`config.mk`:
```
export PLATFORM = sky130hd
export DESIGN_NAME = i2c_master_bit_engine
export DESIGN_NICKNAME = d
export VERILOG_FILES = /design/src/hw/rtl/i2cm_pkg.sv /design/src/hw/rtl/i2cm_front.sv /design/src/hw/rtl/i2cm_queue.sv /design/src/hw/rtl/i2cm_seq.sv /design/src/hw/rtl/i2c_master_bit_engine.sv
export SDC_FILE = /design/constraint.sdc
export NUM_CORES = 1
export LEC_CHECK = 0
export BUFFER_PORTS_ARGS = -buffer_cell sky130_fd_sc_hd__buf_4
export CORE_MARGIN = 2
export CORE_UTILIZATION = 41
export CTS_CLUSTER_DIAMETER = 80
export DETAILED_ROUTE_END_ITERATION = 7
export REMOVE_ABC_BUFFERS = 1
export SLEW_MARGIN = 20
export SYNTH_ARGS = -nofsm -noshare
export SYNTH_HDL_FRONTEND = slang
export SYNTH_HIERARCHICAL = 1
export SYNTH_SLANG_ARGS = --single-unit
```
`constraint.sdc`:
```
create_clock -name clock -period 7.1 [get_ports clock]
set_clock_uncertainty 0.2 [all_clocks]
set_input_delay 0 -clock clock [delete_from_list [all_inputs] [get_ports clock]]
set_output_delay 0 -clock clock [all_outputs]
set_load 0.01 [all_outputs]
```
`src/hw/rtl/i2cm_pkg.sv`:
```
// Shared types and constants of the I2C master bit engine.
`timescale 1ns / 1ps

package i2cm_pkg;

   // Command codes carried on the input channel.
   localparam logic [2:0] CMD_NONE  = 3'd0;
   localparam logic [2:0] CMD_START = 3'd1;
   localparam logic [2:0] CMD_STOP  = 3'd2;
   localparam logic [2:0] CMD_SEND  = 3'd3;
   localparam logic [2:0] CMD_WAIT  = 3'd4;
   localparam logic [2:0] CMD_READ  = 3'd5;

   // Configuration register indexes.
   localparam logic CSR_TICKS_PER_US = 1'b0;
   localparam logic CSR_ACK_TIMEOUT  = 1'b1;

   localparam int unsigned CSR_DATA_WIDTH = 10;

   localparam logic [9:0] TICKS_PER_US_RESET = 10'd1;
   localparam logic [7:0] ACK_TIMEOUT_RESET  = 8'd250;

   localparam int unsigned QUEUE_DEPTH_DEFAULT = 4;

   // Input item.
   typedef struct packed {
      logic [2:0] cmd;
      logic [7:0] tx_byte;
      logic       send_ack;
      logic       sda_in;
   } req_type;

   // Result item.
   typedef struct packed {
      logic       scl_out;
      logic       sda_out;
      logic       sda_drive;
      logic       busy_res;
      logic       done_res;
      logic [7:0] rx_byte;
      logic       ack_failed;
   } rsp_type;

   // Command class decided by the front end.
   typedef enum logic [2:0] {
      OP_NONE  = 3'd0,
      OP_START = 3'd1,
      OP_STOP  = 3'd2,
      OP_SEND  = 3'd3,
      OP_WAIT  = 3'd4,
      OP_READ  = 3'd5
   } op_type;

   // One classified tick waiting for the sequencer.
   typedef struct packed {
      op_type     op;
      logic [7:0] tx_byte;
      logic       send_ack;
      logic       sda_in;
   } tick_type;

   // Live configuration handed to the sequencer.
   typedef struct packed {
      logic [9:0] ticks_per_us;
      logic [7:0] ack_timeout;
   } cfg_type;

   // Pin sequencer phases.
   typedef enum logic [20:0] {
      PH_IDLE = 21'h000001,
      PH_ST0  = 21'h000002,
      PH_ST1  = 21'h000004,
      PH_ST2  = 21'h000008,
      PH_SP0  = 21'h000010,
      PH_SP1  = 21'h000020,
      PH_SP2  = 21'h000040,
      PH_WA0  = 21'h000080,
      PH_WA1  = 21'h000100,
      PH_WA2  = 21'h000200,
      PH_TX0  = 21'h000400,
      PH_TX1  = 21'h000800,
      PH_TX2  = 21'h001000,
      PH_TX3  = 21'h002000,
      PH_RX0  = 21'h004000,
      PH_RX1  = 21'h008000,
      PH_RX2  = 21'h010000,
      PH_RX3  = 21'h020000,
      PH_RX4  = 21'h040000,
      PH_RX5  = 21'h080000,
      PH_END  = 21'h100000
   } phase_type;

endpackage

```
`src/hw/rtl/i2cm_front.sv`:
```
// Front end: accepts ticks and classifies their commands.
`timescale 1ns / 1ps

module i2cm_front (
   input  logic                clock,
   input  logic                reset,
   input  logic                req_valid,
   output logic                req_ready,
   input  i2cm_pkg::req_type   req_data,
   input  logic                queue_full,
   output logic                push,
   output i2cm_pkg::tick_type  push_item
);

   i2cm_pkg::op_type op;

   always_comb begin
      unique case (req_data.cmd)
         i2cm_pkg::CMD_START: op = i2cm_pkg::OP_START;
         i2cm_pkg::CMD_STOP:  op = i2cm_pkg::OP_STOP;
         i2cm_pkg::CMD_SEND:  op = i2cm_pkg::OP_SEND;
         i2cm_pkg::CMD_WAIT:  op = i2cm_pkg::OP_WAIT;
         i2cm_pkg::CMD_READ:  op = i2cm_pkg::OP_READ;
         default:             op = i2cm_pkg::OP_NONE;
      endcase
   end

   assign req_ready = !queue_full;
   assign push      = req_valid && !queue_full;

   assign push_item.op       = op;
   assign push_item.tx_byte  = req_data.tx_byte;
   assign push_item.send_ack = req_data.send_ack;
   assign push_item.sda_in   = req_data.sda_in;

   // Every accepted tick must reach the queue.
   a_push_on_accept: assert property (@(posedge clock) disable iff (reset)
      (req_valid && req_ready) |-> push)
      else $error("accepted item not queued");

   a_no_push_when_full: assert property (@(posedge clock) disable iff (reset)
      queue_full |-> !push)
      else $error("push into full queue");

   a_class_none: assert property (@(posedge clock) disable iff (reset)
      (push && (req_data.cmd == i2cm_pkg::CMD_NONE || req_data.cmd > i2cm_pkg::CMD_READ))
         |-> (push_item.op == i2cm_pkg::OP_NONE))
      else $error("unknown command not classified as none");

endmodule

```
`src/hw/rtl/i2cm_queue.sv`:
```
// Short first-in first-out queue of classified ticks.
`timescale 1ns / 1ps

module i2cm_queue #(
   parameter int unsigned Depth = i2cm_pkg::QUEUE_DEPTH_DEFAULT
) (
   input  logic                clock,
   input  logic                reset,
   input  logic                push,
   input  i2cm_pkg::tick_type  push_item,
   input  logic                pop,
   output i2cm_pkg::tick_type  head_item,
   output logic                full,
   output logic                empty
);

   localparam int unsigned PtrWidth   = (Depth > 1) ? $clog2(Depth) : 1;
   localparam int unsigned CountWidth = $clog2(Depth + 1);
   localparam logic [PtrWidth-1:0]   LastPtr   = PtrWidth'(Depth - 1);
   localparam logic [CountWidth-1:0] FullCount = CountWidth'(Depth);

   i2cm_pkg::tick_type      slots_ff [Depth];
   logic [PtrWidth-1:0]     wr_ptr_ff, wr_ptr_in;
   logic [PtrWidth-1:0]     rd_ptr_ff, rd_ptr_in;
   logic [CountWidth-1:0]   count_ff, count_in;

   assign full      = (count_ff == FullCount);
   assign empty     = (count_ff == '0);
   assign head_item = slots_ff[rd_ptr_ff];

   always_comb begin
      wr_ptr_in = wr_ptr_ff;
      rd_ptr_in = rd_ptr_ff;
      count_in  = count_ff;
      if (push) begin
         wr_ptr_in = (wr_ptr_ff == LastPtr) ? '0 : wr_ptr_ff + 1'b1;
      end
      if (pop) begin
         rd_ptr_in = (rd_ptr_ff == LastPtr) ? '0 : rd_ptr_ff + 1'b1;
      end
      if (push && !pop) begin
         count_in = count_ff + 1'b1;
      end else if (pop && !push) begin
         count_in = count_ff - 1'b1;
      end
   end

   always_ff @(posedge clock) begin
      if (reset) begin
         wr_ptr_ff <= '0;
         rd_ptr_ff <= '0;
         count_ff  <= '0;
      end else begin
         wr_ptr_ff <= wr_ptr_in;
         rd_ptr_ff <= rd_ptr_in;
         count_ff  <= count_in;
      end
   end

   always_ff @(posedge clock) begin
      if (push) begin
         slots_ff[wr_ptr_ff] <= push_item;
      end
   end

   a_count_bound: assert property (@(posedge clock) disable iff (reset)
      count_ff <= FullCount)
      else $error("queue count beyond depth");

   a_no_pop_empty: assert property (@(posedge clock) disable iff (reset)
      empty |-> !pop)
      else $error("pop from empty queue");

   a_count_track: assert property (@(posedge clock) disable iff (reset)
      (push && !pop) |=> (count_ff == $past(count_ff) + 1'b1))
      else $error("queue count lost a push");

endmodule

```
`src/hw/rtl/i2cm_seq.sv`:
```
// Back end: bus pin sequencer with its result register.
`timescale 1ns / 1ps

module i2cm_seq (
   input  logic                clock,
   input  logic                reset,
   input  i2cm_pkg::cfg_type   cfg,
   input  i2cm_pkg::tick_type  head_item,
   input  logic                queue_empty,
   output logic                pop,
   output logic                rsp_valid,
   input  logic                rsp_ready,
   output i2cm_pkg::rsp_type   rsp_data
);

   // A tick can chain a few zero-hold steps; two suffice, one more is spare.
   localparam int unsigned StepsPerTick = 3;

   typedef struct packed {
      i2cm_pkg::phase_type phase;
      logic [3:0]          bit_index;
      logic [7:0]          shift;
      logic [11:0]         delay;
      logic [7:0]          poll;
      logic                scl;
      logic                sda;
      logic                sda_oe;
      logic                ack_err;
      logic                ack_choice;
      logic [7:0]          rx_last;
   } seq_state_type;

   seq_state_type      state_ff, state_in;
   logic               done_tick;
   logic               rsp_valid_ff;
   i2cm_pkg::rsp_type  rsp_data_ff, rsp_data_in;
   logic [9:0]         tick_unit;
   logic [11:0]        hold_1us;
   logic [11:0]        hold_2us;

   // A zero tick rate counts as one tick per microsecond.
   assign tick_unit = (cfg.ticks_per_us == '0) ? 10'd1 : cfg.ticks_per_us;
   assign hold_1us  = {2'b00, tick_unit};
   assign hold_2us  = {1'b0, tick_unit, 1'b0};

   function automatic seq_state_type run_step(
      input seq_state_type s,
      input logic          sda_in,
      input logic [11:0]   h1,
      input logic [11:0]   h2,
      input logic [7:0]    timeout
   );
      seq_state_type r;
      logic [3:0]    next_bit;
      logic [7:0]    next_shift;
      r          = s;
      next_bit   = s.bit_index + 4'd1;
      next_shift = {s.shift[6:0], sda_in};
      unique case (s.phase)
         i2cm_pkg::PH_ST0: begin
            r.sda_oe = 1'b1; r.sda = 1'b1; r.scl = 1'b1;
            r.delay = h2; r.phase = i2cm_pkg::PH_ST1;
         end
         i2cm_pkg::PH_ST1: begin
            r.sda = 1'b0; r.delay = h2; r.phase = i2cm_pkg::PH_ST2;
         end
         i2cm_pkg::PH_ST2: begin
            r.scl = 1'b0; r.delay = '0; r.phase = i2cm_pkg::PH_END;
         end
         i2cm_pkg::PH_SP0: begin
            r.sda_oe = 1'b1; r.scl = 1'b0; r.sda = 1'b0;
            r.delay = h2; r.phase = i2cm_pkg::PH_SP1;
         end
         i2cm_pkg::PH_SP1: begin
            r.scl = 1'b1; r.delay = h2; r.phase = i2cm_pkg::PH_SP2;
         end
         i2cm_pkg::PH_SP2: begin
            r.sda = 1'b1; r.delay = h2; r.phase = i2cm_pkg::PH_END;
         end
         i2cm_pkg::PH_WA0: begin
            r.sda_oe = 1'b0; r.sda = 1'b1; r.poll = '0;
            r.delay = h1; r.phase = i2cm_pkg::PH_WA1;
         end
         i2cm_pkg::PH_WA1: begin
            r.scl = 1'b1; r.delay = h1; r.phase = i2cm_pkg::PH_WA2;
         end
         i2cm_pkg::PH_WA2: begin
            if (!sda_in) begin
               r.scl = 1'b0; r.ack_err = 1'b0; r.delay = '0;
               r.phase = i2cm_pkg::PH_END;
            end else if (s.poll >= timeout) begin
               r.ack_err = 1'b1; r.delay = '0; r.phase = i2cm_pkg::PH_SP0;
            end else begin
               r.poll = s.poll + 8'd1; r.delay = 12'd1;
            end
         end
         i2cm_pkg::PH_TX0: begin
            r.sda_oe = 1'b1; r.scl = 1'b0; r.bit_index = '0;
            r.delay = '0; r.phase = i2cm_pkg::PH_TX1;
         end
         i2cm_pkg::PH_TX1: begin
            r.sda = s.shift[7]; r.shift = {s.shift[6:0], 1'b0};
            r.delay = h2; r.phase = i2cm_pkg::PH_TX2;
         end
         i2cm_pkg::PH_TX2: begin
            r.scl = 1'b1; r.delay = h2; r.phase = i2cm_pkg::PH_TX3;
         end
         i2cm_pkg::PH_TX3: begin
            r.scl = 1'b0; r.bit_index = next_bit; r.delay = h2;
            r.phase = (next_bit < 4'd8) ? i2cm_pkg::PH_TX1 : i2cm_pkg::PH_END;
         end
         i2cm_pkg::PH_RX0: begin
            r.sda_oe = 1'b0; r.bit_index = '0; r.shift = '0;
            r.delay = '0; r.phase = i2cm_pkg::PH_RX1;
         end
         i2cm_pkg::PH_RX1: begin
            r.scl = 1'b0; r.delay = h2; r.phase = i2cm_pkg::PH_RX2;
         end
         i2cm_pkg::PH_RX2: begin
            r.scl = 1'b1; r.shift = next_shift; r.bit_index = next_bit;
            r.delay = h1;
            if (next_bit < 4'd8) begin
               r.phase = i2cm_pkg::PH_RX1;
            end else begin
               r.rx_last = next_shift; r.phase = i2cm_pkg::PH_RX3;
            end
         end
         i2cm_pkg::PH_RX3: begin
            r.scl = 1'b0; r.sda_oe = 1'b1; r.sda = !s.ack_choice;
            r.delay = h2; r.phase = i2cm_pkg::PH_RX4;
         end
         i2cm_pkg::PH_RX4: begin
            r.scl = 1'b1; r.delay = h2; r.phase = i2cm_pkg::PH_RX5;
         end
         i2cm_pkg::PH_RX5: begin
            r.scl = 1'b0; r.delay = '0; r.phase = i2cm_pkg::PH_END;
         end
         default: begin
            r.phase = i2cm_pkg::PH_END; r.delay = '0;
         end
      endcase
      return r;
   endfunction

   // The sequencer takes a tick whenever the result register is free or draining.
   assign pop = !queue_empty && (!rsp_valid_ff || rsp_ready);

   always_comb begin
      seq_state_type st;
      st        = state_ff;
      done_tick = 1'b0;
      if (st.phase == i2cm_pkg::PH_IDLE) begin
         case (head_item.op)
            i2cm_pkg::OP_START: begin
               st.phase = i2cm_pkg::PH_ST0; st.delay = '0;
            end
            i2cm_pkg::OP_STOP: begin
               st.phase = i2cm_pkg::PH_SP0; st.delay = '0;
            end
            i2cm_pkg::OP_SEND: begin
               st.phase = i2cm_pkg::PH_TX0; st.delay = '0;
               st.shift = head_item.tx_byte;
            end
            i2cm_pkg::OP_WAIT: begin
               st.phase = i2cm_pkg::PH_WA0; st.delay = '0;
            end
            i2cm_pkg::OP_READ: begin
               st.phase = i2cm_pkg::PH_RX0; st.delay = '0;
               st.ack_choice = head_item.send_ack;
            end
            default: begin
            end
         endcase
      end else if (st.delay != '0) begin
         st.delay = st.delay - 12'd1;
      end
      for (int i = 0; i < StepsPerTick; i++) begin
         if (st.phase != i2cm_pkg::PH_IDLE && st.delay == '0) begin
            if (st.phase == i2cm_pkg::PH_END) begin
               st.phase  = i2cm_pkg::PH_IDLE;
               done_tick = 1'b1;
            end else begin
               st = run_step(st, head_item.sda_in, hold_1us, hold_2us, cfg.ack_timeout);
            end
         end
      end
      state_in = st;
   end

   always_comb begin
      rsp_data_in.scl_out    = state_in.scl;
      rsp_data_in.sda_out    = state_in.sda;
      rsp_data_in.sda_drive  = state_in.sda_oe;
      rsp_data_in.busy_res   = (state_in.phase != i2cm_pkg::PH_IDLE);
      rsp_data_in.done_res   = done_tick;
      rsp_data_in.rx_byte    = state_in.rx_last;
      rsp_data_in.ack_failed = state_in.ack_err;
   end

   always_ff @(posedge clock) begin
      if (reset) begin
         state_ff.phase      <= i2cm_pkg::PH_IDLE;
         state_ff.bit_index  <= '0;
         state_ff.shift      <= '0;
         state_ff.delay      <= '0;
         state_ff.poll       <= '0;
         state_ff.scl        <= 1'b1;
         state_ff.sda        <= 1'b1;
         state_ff.sda_oe     <= 1'b1;
         state_ff.ack_err    <= 1'b0;
         state_ff.ack_choice <= 1'b0;
         state_ff.rx_last    <= '0;
         rsp_valid_ff        <= 1'b0;
      end else begin
         if (pop) begin
            state_ff <= state_in;
         end
         if (pop) begin
            rsp_valid_ff <= 1'b1;
         end else if (rsp_ready) begin
            rsp_valid_ff <= 1'b0;
         end
      end
   end

   always_ff @(posedge clock) begin
      if (pop) begin
         rsp_data_ff <= rsp_data_in;
      end
   end

   assign rsp_valid = rsp_valid_ff;
   assign rsp_data  = rsp_data_ff;

   a_start_goes_busy: assert property (@(posedge clock) disable iff (reset)
      (pop && state_ff.phase == i2cm_pkg::PH_IDLE && head_item.op == i2cm_pkg::OP_START)
         |=> (state_ff.phase != i2cm_pkg::PH_IDLE))
      else $error("start command did not leave idle");

   a_idle_no_hold: assert property (@(posedge clock) disable iff (reset)
      (state_ff.phase == i2cm_pkg::PH_IDLE) |-> (state_ff.delay == '0))
      else $error("hold pending while idle");

   a_bit_bound: assert property (@(posedge clock) disable iff (reset)
      state_ff.bit_index <= 4'd8)
      else $error("bit index beyond eight");

   a_poll_bound: assert property (@(posedge clock) disable iff (reset)
      (state_ff.phase == i2cm_pkg::PH_WA2) |-> (state_ff.poll <= cfg.ack_timeout))
      else $error("ack poll count beyond timeout");

   a_done_reported: assert property (@(posedge clock) disable iff (reset)
      (pop && done_tick) |=> (rsp_valid_ff && rsp_data_ff.done_res && !rsp_data_ff.busy_res))
      else $error("completion not reported as idle");

endmodule

```
`src/hw/rtl/i2c_master_bit_engine.sv`:
```
// Top level of the I2C master bit engine: front end, tick queue, sequencer, registers.
`timescale 1ns / 1ps

// This engine bit-bangs an I2C master on SCL and SDA. Every input item is one
// time tick of the bus sequencer and produces exactly one result item holding
// the pin levels, SDA direction, busy and done flags, the last received byte
// and the acknowledge failure flag. While the engine is idle an item may carry
// a command (start, stop, send a byte, wait for acknowledge, read a byte and
// answer ACK or NACK); commands that arrive while it is busy are ignored, as
// are unknown codes. Each timed pin step is held for a number of microseconds,
// one microsecond being ticks_per_us items. The block sustains one item per
// clock cycle while results are taken: a front end classifies each item and
// places it in a short queue, and the sequencer retires one queued item per
// cycle into a result register, so neither side stalls the other while the
// queue has room. With no stalls an accepted item is written into a queue
// slot, and its result into the result register, which offers it on the
// output. Configuration registers are written through the plain write port and
// should only change while no command is in flight.

module i2c_master_bit_engine #(
   parameter int unsigned QueueDepth = i2cm_pkg::QUEUE_DEPTH_DEFAULT
) (
   input  logic                                  clock,
   input  logic                                  reset,
   input  logic                                  req_valid,
   output logic                                  req_ready,
   input  i2cm_pkg::req_type                     req_data,
   output logic                                  rsp_valid,
   input  logic                                  rsp_ready,
   output i2cm_pkg::rsp_type                     rsp_data,
   input  logic                                  csr_write_enable,
   input  logic                                  csr_index,
   input  logic [i2cm_pkg::CSR_DATA_WIDTH-1:0]   csr_wdata
);

   i2cm_pkg::cfg_type   cfg_ff;
   i2cm_pkg::tick_type  push_item;
   i2cm_pkg::tick_type  head_item;
   logic                push;
   logic                pop;
   logic                queue_full;
   logic                queue_empty;

   // Configuration registers; a write lands on the edge its enable is high.
   always_ff @(posedge clock) begin
      if (reset) begin
         cfg_ff.ticks_per_us <= i2cm_pkg::TICKS_PER_US_RESET;
         cfg_ff.ack_timeout  <= i2cm_pkg::ACK_TIMEOUT_RESET;
      end else if (csr_write_enable) begin
         unique case (csr_index)
            i2cm_pkg::CSR_TICKS_PER_US: cfg_ff.ticks_per_us <= csr_wdata[9:0];
            i2cm_pkg::CSR_ACK_TIMEOUT:  cfg_ff.ack_timeout  <= csr_wdata[7:0];
            default: begin
            end
         endcase
      end
   end

   // The front end decodes the command and pushes every accepted item.
   i2cm_front u_front (
      .clock      (clock),
      .reset      (reset),
      .req_valid  (req_valid),
      .req_ready  (req_ready),
      .req_data   (req_data),
      .queue_full (queue_full),
      .push       (push),
      .push_item  (push_item)
   );

   // The queue decouples acceptance from the sequencer and the output stall.
   i2cm_queue #(
      .Depth (QueueDepth)
   ) u_queue (
      .clock     (clock),
      .reset     (reset),
      .push      (push),
      .push_item (push_item),
      .pop       (pop),
      .head_item (head_item),
      .full      (queue_full),
      .empty     (queue_empty)
   );

   // The sequencer walks the pin steps, one item per cycle while results are taken.
   i2cm_seq u_seq (
      .clock       (clock),
      .reset       (reset),
      .cfg         (cfg_ff),
      .head_item   (head_item),
      .queue_empty (queue_empty),
      .pop         (pop),
      .rsp_valid   (rsp_valid),
      .rsp_ready   (rsp_ready),
      .rsp_data    (rsp_data)
   );

endmodule
```
==> results.yml <==
timing:
  final_max_slew_viol_count: 0
  rsz0062_at_grt: "false"
  min_period_over_period_pct: 90.8
  fmax_mhz: 155
  slew_headroom_pct: 29.9
  min_period_ns: 6.45
  setup_viol: 0
  finalHoldViolCount: 0
  tightest_slew_ns: 1.04
  setup_tns_ns: 0
power_and_ir_drop:
  p_per_area_nw_per_um2: 500
  power.switching_uw: 3000
  p_seq_share_pct: 22.3
  swShare_pct: 51.9
  power_frac_comb_pct: 61.2
  p_leak_uw: 0.00428
  internal_power_uw: 2770
  max-vdd-ir-drop_mv: 0.202
  clockPowerShare_pct: 16.5
run:
  cap_violations: 0
global_route:
  grt-ovfl-total: 0
  grt_pass1_wl_um: 50200
  grt.total_usage_pct: 24.6
  grt_pass1_vias: 8908
  grt_max_degree: 73
  grt_antenna_before_repair: 0
finish:
  layout_commonest_cell: "nor2_1"
  seq_area_um2: 3860
  final_cell_mix: "128 x nor2_1, 107 x nand2_1, 94 x dfxtp_1, 81 x a21oi_1, 77 x nor3_1"
  antenna-diode-count: 0
  synthToLayoutAreaGrowth_pct: 15.3
  fillers: 2305
  multi_input_area_um2: 5650
  layout.nets: 1261
  drive_above_1_share_pct: 12.2
  post-route-util_pct: 47.7
worst_setup_path:
  cp-start-kind: "flop"
  path_cells: "mux4_2 -> ha_1 -> or3_1 -> nor4_2 -> a21o_1 -> nor3_1 -> and3_1 -> nor3_1 -> nand2_1 -> nor2_1 -> o21ai_1 -> o31ai_2 -> nor3_1 -> buf_4 -> a211oi_1 -> a211oi_1"
  path_max_fanout: 18
  crit_top_cell: "nor3_1"
  critPathRequiredTime_ns: 7.16
  slowest_stage: "mux4_2"
  critical_path_class: "reg -> reg"
  cp-end-kind: "flop"
  max_stage_delay_ns: 0.69
  critical_path_arrival_ns: 6.51
  critPathTopFamily: "simple AND/OR/NAND/NOR gates"
  cp_num_buf_inv: 1
yosys:
  synth_cell_types: 87
  synth_flop_cell: "dfxtp_1"
  synth_warnings: 6
  syn_area_per_cell_um2: 8.58
  synth_top_area_share_pct: 19.8
  synth-edff-count: 66
  postSynthCellCount: 1166
  synthesis.area_um2: 10000
  synth_area_leaders: "edfxtp_1 20%, dfxtp_1 19%, nor2_1 4.8%"
  yosys.area.top_type: "edfxtp_1"
  async_flop_share_pct: 0
  synth-seq-cells: 160
  seq_area_frac_synth_pct: 38.6
clock_tree:
  clock_tree.root_cell: "clkbuf_16"
  ctsLongestPathBuffers: 2
  cts_made_buffers: 17
  insertion_delay_ns: 0.43
  cts.htree.levels: 4
  cts_setup_buffers: 0
  cts_tree: "done"
  clkTransAtPathRegs_ns: 0.08
  cts_sinks: 160
die:
  core_um2: 24200
  die_h_um: 160
  ios: 45
  dieWidth_um: 160
  initial_utilization_pct: 41.4
  die_area_um2: 25700
  rows: 57
route:
  totalWireLength_um: 31700
  wl_per_cell_um: 20.5
  drtIter0Drc: 1095
  viasPerCell: 6.21
  vias: 9630
  antenna_left: 0
  drc: 0
  first_pass_iters: 6
placement:
  dp_hpwl_um: 22500
  gp_congestion: 1.06
  port-buffer-count: 44
outcome:
  status: "finished clean"
min_path:
  hold_path.class: "in -> reg"
==> routing by layer <==
| layer | global-route usage [%] | up-vias | wire, µm |
|---|---|---|---|
| li1 | - | 4498 | - |
| met1 | 34.4 | 4521 | 13800 |
| met2 | 37.4 | 525 | 14000 |
| met3 | 4.62 | 86 | 2690 |
| met4 | 9.95 | 0 | 1240 |
| met5 | 0 | - | 0 |
==> metrics by stage <==
step           cells  power [µW]  cell area (µm²)  hold slack (ns)  setup WS, ns
6_report        1550        5770            11500           0.0952         0.651
5_1_grt         1550        6110            11500           0.0997         0.282
4_1_cts         1550        5650            11500           0.0849         0.873
3_5_place_dp    1479        4670            10500          0.00226         0.894
3_3_place_gp    1479        4700            10500          0.00298          1.08
2_1_floorplan   1085        3530             9610           -0.131         0.919
==> cells in the mapped netlist (7+ instances only) <==
master    instances
a22oi_1          15
or4_1            16
mux2i_1          26
nor4_1           22
nand4_1          18
a21o_1           17
nor2_1          128
nor3_1           77
dfxtp_1          94
a31oi_1          13
o21ai_0          60
or4bb_1           7
nand3_1          34
ha_1             18
a211oi_1         17
buf_4            12
o31ai_1           8
and2_1            8
and4_1            7
clkbuf_1         56
a21oi_1          81
edfxtp_1         66
or3_1            16
and3_1           13
o211ai_1         11
or2_2             9
inv_1            27
nand2_1         107
mux4_2           10
o21ai_1          11
a211o_1           8
nand2b_1         22
==> state kept, by name, indices dropped and copies added (netlist names), named ones only <==
signal / flops
u_seq/state_ff: 66
u_queue/slots_ff: 52
u_queue/wr_ptr_ff: 2
u_queue/rd_ptr_ff: 2
u_seq/rsp_data: 14
u_seq/rsp_valid: 1
cfg_ff: 18
u_queue/count_ff: 3
==> power by group through the flow <==
stage	logic, µW	registers, µW	clock network, µW
2_1_floorplan	2240	1300	0
3_3_place_gp	3400	1300	0
3_5_place_dp	3370	1300	0
4_1_cts	3400	1290	965
5_1_grt	3790	1310	1010
6_report	3530	1290	951
==> layout make-up <==
| type | instances | share of cell area, % |
|---|---|---|
| Multi-Input combinational cell | 898 | 48.9 |
| Sequential cell | 160 | 33.5 |
| Timing Repair Buffer | 109 | 7.94 |
| Clock buffer | 17 | 3.69 |
| Tap cell | 324 | 3.51 |
| Clock inverter | 15 | 1.56 |
| Inverter | 27 | 0.878 |
==> final timing paths <==
check	startpoint	to	slack [ns]	cells past startpoint
setup / recovery	flop	u_seq/state_ff[29]$_SDFFE_PP0P_	0.65	16
hold / removal	req_data[5]	u_queue/slots_ff[0][5]$_DFFE_PP_	0.1	2
setup reg to reg	flop	u_seq/state_ff[29]$_SDFFE_PP0P_	0.65	16
hold reg to reg	u_seq/state_ff[9]$_SDFFE_PP0P_	u_seq/state_ff[9]$_SDFFE_PP0P_	0.26	2
==> timing repair <==
item | in CTS | in global routing
hold endpoints to repair | 93 | 0
endpoints found under the setup margin | 0 | 0
resized for setup | 0 | 0
hold buffers | 39 | 0
==> cell families (layout without fill, tap and decap cells) <==
logic type | after synthesis | after routing | share of synthesized area [%]
simple gates | 531 | 531 | 28.1
compound gates | 297 | 297 | 19.1
flops | 160 | 160 | 38.6
buf+inv | 108 | 168 | 5.01
mux | 43 | 43 | 6.09
fa+ha+maj | 19 | 19 | 2.45
xor+xnor | 8 | 8 | 0.700
No activity file was read; power rests on OpenSTA's default activity.
